===== src/rtl/sclt_pkg.sv =====
// shared types and constants for the sector cache tag manager
// no dependencies
package sclt_pkg;

    localparam int          SLOTS_DEF      = 8;
    localparam int          IDX_W          = 6;    // covers up to 64 slots
    localparam logic [31:0] IDLE_LIMIT_RST = 32'd500;

    localparam logic ACT_LOOKUP = 1'b0;
    localparam logic ACT_CHECK  = 1'b1;

    typedef enum logic [1:0] {
        ST_IDLE,
        ST_CHECK,
        ST_SCAN,
        ST_DONE
    } t_state;

    // search record handed from cell to cell
    typedef struct packed {
        logic             go;
        logic             found;
        logic             inval;
        logic             have;
        logic [IDX_W-1:0] idx;
        logic [31:0]      stamp;
    } t_carry;

    // update broadcast to every cell
    typedef struct packed {
        logic             wr;
        logic             fill;
        logic             vld;
        logic             drop;
        logic [IDX_W-1:0] idx;
        logic [31:0]      stamp;
    } t_upd;

    typedef struct packed {
        logic       dropped;
        logic       ok;
        logic       fetch;
        logic [2:0] slot;
        logic       hit;
    } t_res;

endpackage


===== src/rtl/sclt_cell.sv =====
// one slot of the tag chain: valid, tag and stamp plus one stage of the search
// depends on sclt_pkg
module sclt_cell #(
    parameter int IDX = 0
) (
    input  logic              i_clk,
    input  logic              i_rst_n,
    input  logic [31:0]       i_addr,
    input  sclt_pkg::t_carry  i_carry,
    input  sclt_pkg::t_upd    i_upd,
    output sclt_pkg::t_carry  o_carry
);
    import sclt_pkg::*;

    logic        r_valid;
    logic [31:0] r_tag;
    logic [31:0] r_stamp;
    t_carry      r_carry;
    t_carry      n_carry;
    logic        w_sel;

    assign w_sel = i_upd.wr && (i_upd.idx == IDX_W'(IDX));

    always_comb begin
        n_carry = i_carry;
        if (!i_carry.found) begin
            if (r_valid && (r_tag == i_addr)) begin
                n_carry.found = 1'b1;
                n_carry.idx   = IDX_W'(IDX);
            end else if (!i_carry.inval) begin
                if (!r_valid) begin
                    // first free slot wins outright
                    n_carry.inval = 1'b1;
                    n_carry.have  = 1'b1;
                    n_carry.idx   = IDX_W'(IDX);
                end else if (!i_carry.have || (r_stamp < i_carry.stamp)) begin
                    n_carry.have  = 1'b1;
                    n_carry.idx   = IDX_W'(IDX);
                    n_carry.stamp = r_stamp;
                end
            end
        end
    end

    always_ff @(posedge i_clk) begin
        if (!i_rst_n) begin
            r_valid <= 1'b0;
            r_carry <= '0;
        end else begin
            r_carry <= n_carry;
            if (i_upd.drop) begin
                r_valid <= 1'b0;
            end else if (w_sel && i_upd.fill) begin
                r_valid <= i_upd.vld;
            end
        end
    end

    always_ff @(posedge i_clk) begin
        if (w_sel) begin
            r_stamp <= i_upd.stamp;
            if (i_upd.fill) begin
                r_tag <= i_addr;
            end
        end
    end

    assign o_carry = r_carry;

endmodule


===== src/rtl/sector_cache_lru_tags.sv =====
// top level of the sector cache tag manager: control, chain of slot cells, output word
// depends on sclt_pkg and sclt_cell
//
// usage
//   input stream s_axis: one word per request; tuser selects lookup (0) or media check (1)
//   output stream m_axis: exactly one result word per request, in request order
//   config: i_cfg_we/i_cfg_wdata write the idle limit; the user must write it only
//   while the block is idle; the block has no check of its own for this
// flow
//   a lookup walks a search record down the chain of SLOTS cells, one cell per cycle,
//   then the last cell's record sets r_res, which ST_DONE moves to the output register
//   a media check sets r_res in ST_CHECK, which ST_DONE moves to the output register
//   one request is worked on at a time: the next one is taken in ST_IDLE once ST_DONE
//   has loaded the result; s_axis_tready is high only while no request is in progress
// stalls
//   the result sits in an output register; the next request can be taken while it
//   waits, and a finished result is held back until that register is free
// reset
//   synchronous, active low: all slots invalid, use clock, generation, touched flag
//   and last read tick cleared, idle limit back to 500; no clearing pass needed
module sector_cache_lru_tags #(
    parameter int SLOTS = sclt_pkg::SLOTS_DEF
) (
    input  logic          i_clk,
    input  logic          i_rst_n,
    // config
    input  logic          i_cfg_we,
    input  logic [31:0]   i_cfg_wdata,
    // request stream
    input  logic          s_axis_tvalid,
    output logic          s_axis_tready,
    input  logic [103:0]  s_axis_tdata,  // block_addr[31:0] read_ok[32] disc_gen[64:33]
                                         // now[96:65], zero pad above
    input  logic          s_axis_tuser,  // action
    // result stream
    output logic          m_axis_tvalid,
    input  logic          m_axis_tready,
    output logic [7:0]    m_axis_tdata   // hit[0] slot[3:1] fetch[4] ok[5] dropped[6]
                                         // zero pad above
);
    import sclt_pkg::*;

    t_state      r_state;
    t_state      n_state;

    // latched request
    logic [31:0] r_addr;
    logic        r_rd_ok;
    logic [31:0] r_gen;
    logic [31:0] r_now;

    // block state
    logic [31:0] r_use_clock;
    logic [31:0] r_known_gen;
    logic        r_touched;
    logic [31:0] r_last_read;
    logic [31:0] r_idle_limit;

    logic        r_launch;
    t_res        r_res;
    logic        r_out_valid;
    t_res        r_out;

    t_carry      w_carry [SLOTS+1];
    t_upd        w_upd;
    t_carry      w_fin;
    logic        w_s_acc;
    logic        w_load_out;
    logic        w_scan_end;
    logic        w_drop;
    logic [31:0] w_elapsed;

    assign w_s_acc    = s_axis_tvalid && s_axis_tready;
    assign w_fin      = w_carry[SLOTS];
    assign w_scan_end = (r_state == ST_SCAN) && w_fin.go;

    // idle test wraps modulo 2^32
    assign w_elapsed = r_now - r_last_read;
    assign w_drop    = (r_gen != r_known_gen) || (r_touched && (w_elapsed > r_idle_limit));

    // search record enters cell 0 the cycle after a lookup is taken
    always_comb begin
        w_carry[0]    = '0;
        w_carry[0].go = r_launch;
    end

    genvar g;
    generate
        for (g = 0; g < SLOTS; g++) begin : g_cell
            sclt_cell #(
                .IDX (g)
            ) u_cell (
                .i_clk   (i_clk),
                .i_rst_n (i_rst_n),
                .i_addr  (r_addr),
                .i_carry (w_carry[g]),
                .i_upd   (w_upd),
                .o_carry (w_carry[g+1])
            );
        end
    endgenerate

    // next state
    always_comb begin
        n_state = r_state;
        unique case (r_state)
            ST_IDLE: begin
                if (w_s_acc) begin
                    n_state = (s_axis_tuser == ACT_CHECK) ? ST_CHECK : ST_SCAN;
                end
            end
            ST_CHECK: begin
                n_state = ST_DONE;
            end
            ST_SCAN: begin
                if (w_fin.go) begin
                    n_state = ST_DONE;
                end
            end
            ST_DONE: begin
                if (!r_out_valid || m_axis_tready) begin
                    n_state = ST_IDLE;
                end
            end
            default: n_state = ST_IDLE;
        endcase
    end

    // state outputs
    always_comb begin
        s_axis_tready = 1'b0;
        w_load_out    = 1'b0;
        w_upd         = '0;
        unique case (r_state)
            ST_IDLE: begin
                s_axis_tready = 1'b1;
            end
            ST_CHECK: begin
                w_upd.drop = w_drop;
            end
            ST_SCAN: begin
                // hit restamps; miss refills and leaves the slot invalid on a failed read
                w_upd.wr    = w_fin.go;
                w_upd.idx   = w_fin.idx;
                w_upd.fill  = !w_fin.found;
                w_upd.vld   = w_fin.found || r_rd_ok;
                w_upd.stamp = r_use_clock;
            end
            ST_DONE: begin
                w_load_out = !r_out_valid || m_axis_tready;
            end
            default: begin
                s_axis_tready = 1'b0;
            end
        endcase
    end

    // control state
    always_ff @(posedge i_clk) begin
        if (!i_rst_n) begin
            r_state      <= ST_IDLE;
            r_use_clock  <= '0;
            r_known_gen  <= '0;
            r_touched    <= 1'b0;
            r_last_read  <= '0;
            r_idle_limit <= IDLE_LIMIT_RST;
            r_launch     <= 1'b0;
            r_out_valid  <= 1'b0;
        end else begin
            r_state  <= n_state;
            r_launch <= w_s_acc && (s_axis_tuser == ACT_LOOKUP);
            if (i_cfg_we) begin
                r_idle_limit <= i_cfg_wdata;
            end
            if (w_s_acc && (s_axis_tuser == ACT_LOOKUP)) begin
                r_use_clock <= r_use_clock + 32'd1;
            end
            if (r_state == ST_CHECK) begin
                r_known_gen <= r_gen;
                if (w_drop) begin
                    r_touched <= 1'b0;
                end
            end
            if (w_scan_end && !w_fin.found) begin
                r_touched   <= 1'b1;
                r_last_read <= r_now;
            end
            if (w_load_out) begin
                r_out_valid <= 1'b1;
            end else if (m_axis_tready) begin
                r_out_valid <= 1'b0;
            end
        end
    end

    // payload
    always_ff @(posedge i_clk) begin
        if (w_s_acc) begin
            r_addr  <= s_axis_tdata[31:0];
            r_rd_ok <= s_axis_tdata[32];
            r_gen   <= s_axis_tdata[64:33];
            r_now   <= s_axis_tdata[96:65];
        end
        if (r_state == ST_CHECK) begin
            r_res.hit     <= 1'b0;
            r_res.slot    <= 3'd0;
            r_res.fetch   <= 1'b0;
            r_res.ok      <= 1'b1;
            r_res.dropped <= w_drop;
        end
        if (w_scan_end) begin
            r_res.hit     <= w_fin.found;
            r_res.slot    <= w_fin.idx[2:0];
            r_res.fetch   <= !w_fin.found;
            r_res.ok      <= w_fin.found || r_rd_ok;
            r_res.dropped <= 1'b0;
        end
        if (w_load_out) begin
            r_out <= r_res;
        end
    end

    assign m_axis_tvalid = r_out_valid;
    assign m_axis_tdata  = {1'b0, r_out.dropped, r_out.ok, r_out.fetch, r_out.slot, r_out.hit};

endmodule


===== config.mk =====
export PLATFORM = sky130hd
export DESIGN_NAME = sector_cache_lru_tags
export DESIGN_NICKNAME = d
export VERILOG_FILES = /design/src/rtl/sclt_pkg.sv /design/src/rtl/sclt_cell.sv /design/src/rtl/sector_cache_lru_tags.sv
export SDC_FILE = /design/constraint.sdc
export NUM_CORES = 2
export LEC_CHECK = 0
export ABC_AREA = 1
export BUFFER_PORTS_ARGS = -buffer_cell sky130_fd_sc_hd__buf_2
export CORE_ASPECT_RATIO = 0.9
export CORE_MARGIN = 4
export CORE_UTILIZATION = 57
export DETAILED_ROUTE_END_ITERATION = 8
export HOLD_SLACK_MARGIN = 0.02
export MAX_ROUTING_LAYER = met4
export PLACE_DENSITY = 0.77
export REMOVE_ABC_BUFFERS = 1
export SYNTH_ARGS = -nofsm -noshare
export SYNTH_HDL_FRONTEND = slang
export SYNTH_HIERARCHICAL = 1
export SYNTH_SLANG_ARGS = --single-unit

===== constraint.sdc =====
create_clock -name i_clk -period 6.37 [get_ports i_clk]
set_clock_uncertainty 0.05 [all_clocks]
set_input_delay 0.3185 -clock i_clk [delete_from_list [all_inputs] [get_ports i_clk]]
set_output_delay 0.3185 -clock i_clk [all_outputs]
set_load 0.005 [all_outputs]

==> results.sh <==
export IMPL_dp_hpwl_um=74790
export IMPL_fillers=6662
export IMPL_gp_congestion=0.8975
export IMPL_antenna_found_initial=5
export IMPL_clockBufferDepth=3
export IMPL_crit_fanout=8
export IMPL_start_kind="register"
export IMPL_synth_warnings=6
export IMPL_r2r_start="r_now[0]"
export IMPL_cap_violations=0
export IMPL_netlist_area_um2=50500
export IMPL_ios=152
export IMPL_nNetsFinal=6114
export IMPL_numCtsBuffers=104
export IMPL_r2r_setup_slack_ps=1830
export IMPL_dr_pass1_iters=6
export IMPL_clock_fmax_ghz=0.2204
export IMPL_overflow=0
export IMPL_design_die_area_um2=93440
export IMPL_drtAntennaViolNets=0
export IMPL_worstSetupPathType="register to register"
export IMPL_rsz0062_at_grt="no"
export IMPL_power_leakage_uw=0.02250
export IMPL_pre_cts_slack_ps=1862
export IMPL_die_w_um=321.8
export IMPL_grt_pass1_wl_um=175800
export IMPL_grt_pass1_vias=35380
export IMPL_syn_inst=5290
export IMPL_die_h_um=290.4
export IMPL_vias=36000
export IMPL_htreeDepth=3
export IMPL_cts_tree="done"
export IMPL_stdcell_count=6904
export IMPL_timing_hold_ws_ps=73.30
export IMPL_min_period_over_period_pct=71.24
export IMPL_drt_iter0_markers=2362
export IMPL_status="completed"
export IMPL_min_path_cells=3
export IMPL_drive_gt1_share_pct=8.235
export IMPL_drcViolationCount=0
export IMPL_ff2ff_path_depth=22
export IMPL_path_clk_slew_ps=60
export IMPL_required_ps=6850
export IMPL_avgSynthCellArea_um2=9.547
export IMPL_end_kind="register"
export IMPL_tightest_slew_ps=1251
export IMPL_peakVddDrop_mv=0.3081
export IMPL_grt_busiest_layer="met2"
export IMPL_portBuffers=143
export IMPL_grt_max_degree=134
export IMPL_power_density_nw_per_um2=280.8
export IMPL_fin_crit_ps=4538
export IMPL_arrival_ps=5010
export IMPL_hp_start="i_rst_n"
export IMPL_met1_usage_pct=30.39
export IMPL_final_area_um2=57170
export IMPL_final_max_slew_viol_count=0
export IMPL_holdPathEnd="g_cell[6].u_cell/o_carry[20]"
export IMPL_setup_slack_ps=1832
export IMPL_placed_area_um2=52300
export IMPL_dp_cells=6558
export IMPL_std_cell_rows=103
export IMPL_slew_headroom_pct=16.53
export IMPL_viasPerCell=5.215
export IMPL_finalPower_uw=16050
export IMPL_grt_use_met2_pct=39.12
export IMPL_core_um2=87760
export IMPL_cts_root_buffer="clkbuf_16"
export IMPL_area_delta_synth_final_pct=13.20
export IMPL_r2r_end="g_cell[2].u_cell/r_valid"
export IMPL_setup_viol=0
export IMPL_use_met3_pct=2.848
export IMPL_initial_core_util_pct=57.55
export IMPL_cts_sinks=1066
export IMPL_wl_per_cell_um=15.84
export IMPL_min_delay_path_class="input pin to register"
export IMPL_grt_use_total_pct=23.94
export IMPL_insertion_delay_ps=690
export IMPL_wl_um=109400
export IMPL_cts_resized=0
export IMPL_finalHoldViolCount=0
## layer usage
| layer | up-vias | share of wire (%) |
|---|---|---|
| li1 | 18140 | - |
| met5 | - | 0 |
| met2 | 902 | 47 |
| met4 | 0 | 4.4 |
| met3 | 301 | 4.9 |
| met1 | 16660 | 44 |
## how the worst max path moves through the flow
stage,from,cells after the start,to,slack [ps]
final,r_now[0],22,g_cell[2].u_cell/r_valid,1830
after global routing,r_now[0],22,g_cell[2].u_cell/r_valid,1380
after CTS,r_now[0],22,g_cell[2].u_cell/r_valid,1860
after detailed placement,r_now[0],22,g_cell[2].u_cell/r_valid,1860
after global placement,r_now[0],22,g_cell[7].u_cell/r_valid,2050
after floorplan,r_state[0],10,g_cell[5].u_cell/r_tag[0],-240
## cell type report
type	count	area, µm²	share of cell area, %
clock inverter	36	425.4	0.7441
clock buffer	159	2972	5.198
inverter	768	2897	5.067
timing repair buffer	320	2432	4.255
tap	1155	1445	2.528
antenna	5	12.51	0.02189
sequential	1066	27570	48.22
multi-input combinational	3395	19420	33.97
## critical path, cell delays in order (launching register included)
cell and delay, ps:
edfxtp_1 350, inv_1 80, ha_1 170, inv_1 70, fa_1 410, nand3_1 90, nand2_1 100, a21oi_1 280
o21ai_0 300, a21o_1 270, nand3_1 100, nand2_1 60, nand2_1 60, nand2_1 110, ha_1 340, nand4_1 120
nor3b_1 350, a21boi_0 140, nand2_1 90, nand2_1 40, nand2_1 120, inv_1 200, a2111oi_0 480
## layout by cell type (no fill, tap or decap), types with 10 or more instances in the layout
cell / instances
nand2_1: 851
inv_1: 758
edfxtp_1: 622
nor2_1: 604
dfxtp_1: 444
a21oi_1: 419
ha_1: 316
o21ai_0: 236
dlygate4sd3_1: 146
buf_2: 142
nand3b_1: 131
xor2_1: 122
nand3_1: 106
clkbuf_16: 106
nor3_1: 80
conb_1: 79
nand4_1: 62
xnor2_1: 53
or2_1: 47
o21ai_1: 46
nor2_2: 41
clkbuf_1: 41
buf_4: 30
nor3_2: 20
o21a_1: 18
clkinv_2: 15
nand2_2: 13
clkbuf_8: 12
nand3_2: 12
nor4_1: 10
or2_2: 10
o211ai_1: 10
nor2_4: 10
o22ai_1: 10
## sequential cells by signal, indices dropped and copies added, names as in the netlist
signal	flops
g_cell.u_cell/o_carry	302
g_cell.u_cell/r_stamp	256
g_cell.u_cell/r_tag	256
g_cell.u_cell/r_valid	8
m_axis_tdata	7
m_axis_tvalid	1
r_addr	32
r_gen	32
r_idle_limit	32
r_known_gen	32
r_last_read	32
r_launch	1
r_now	32
r_rd_ok	1
r_res	7
r_state	2
r_touched	1
r_use_clock	32
## power by group
group	switching [µW]	internal, µW	total (µW)
combinational	1230	737	1970
clock	2570	3480	6040
sequential	386	7660	8040
## through the flow
stage / utilization [%] / TNS, ps
floorplan: - / -26830
global placement: 59.59 / 0
detailed placement: 59.59 / 0
CTS: 65.13 / 0
global route: 65.14 / 0
finish: 65.14 / 0
## what timing repair did
action,4_1_cts,5_1_grt
buffers inserted,0,0
endpoints found under the hold margin,133,0
hold buffers,146,0
No activity file was read; power rests on OpenSTA's default activity.
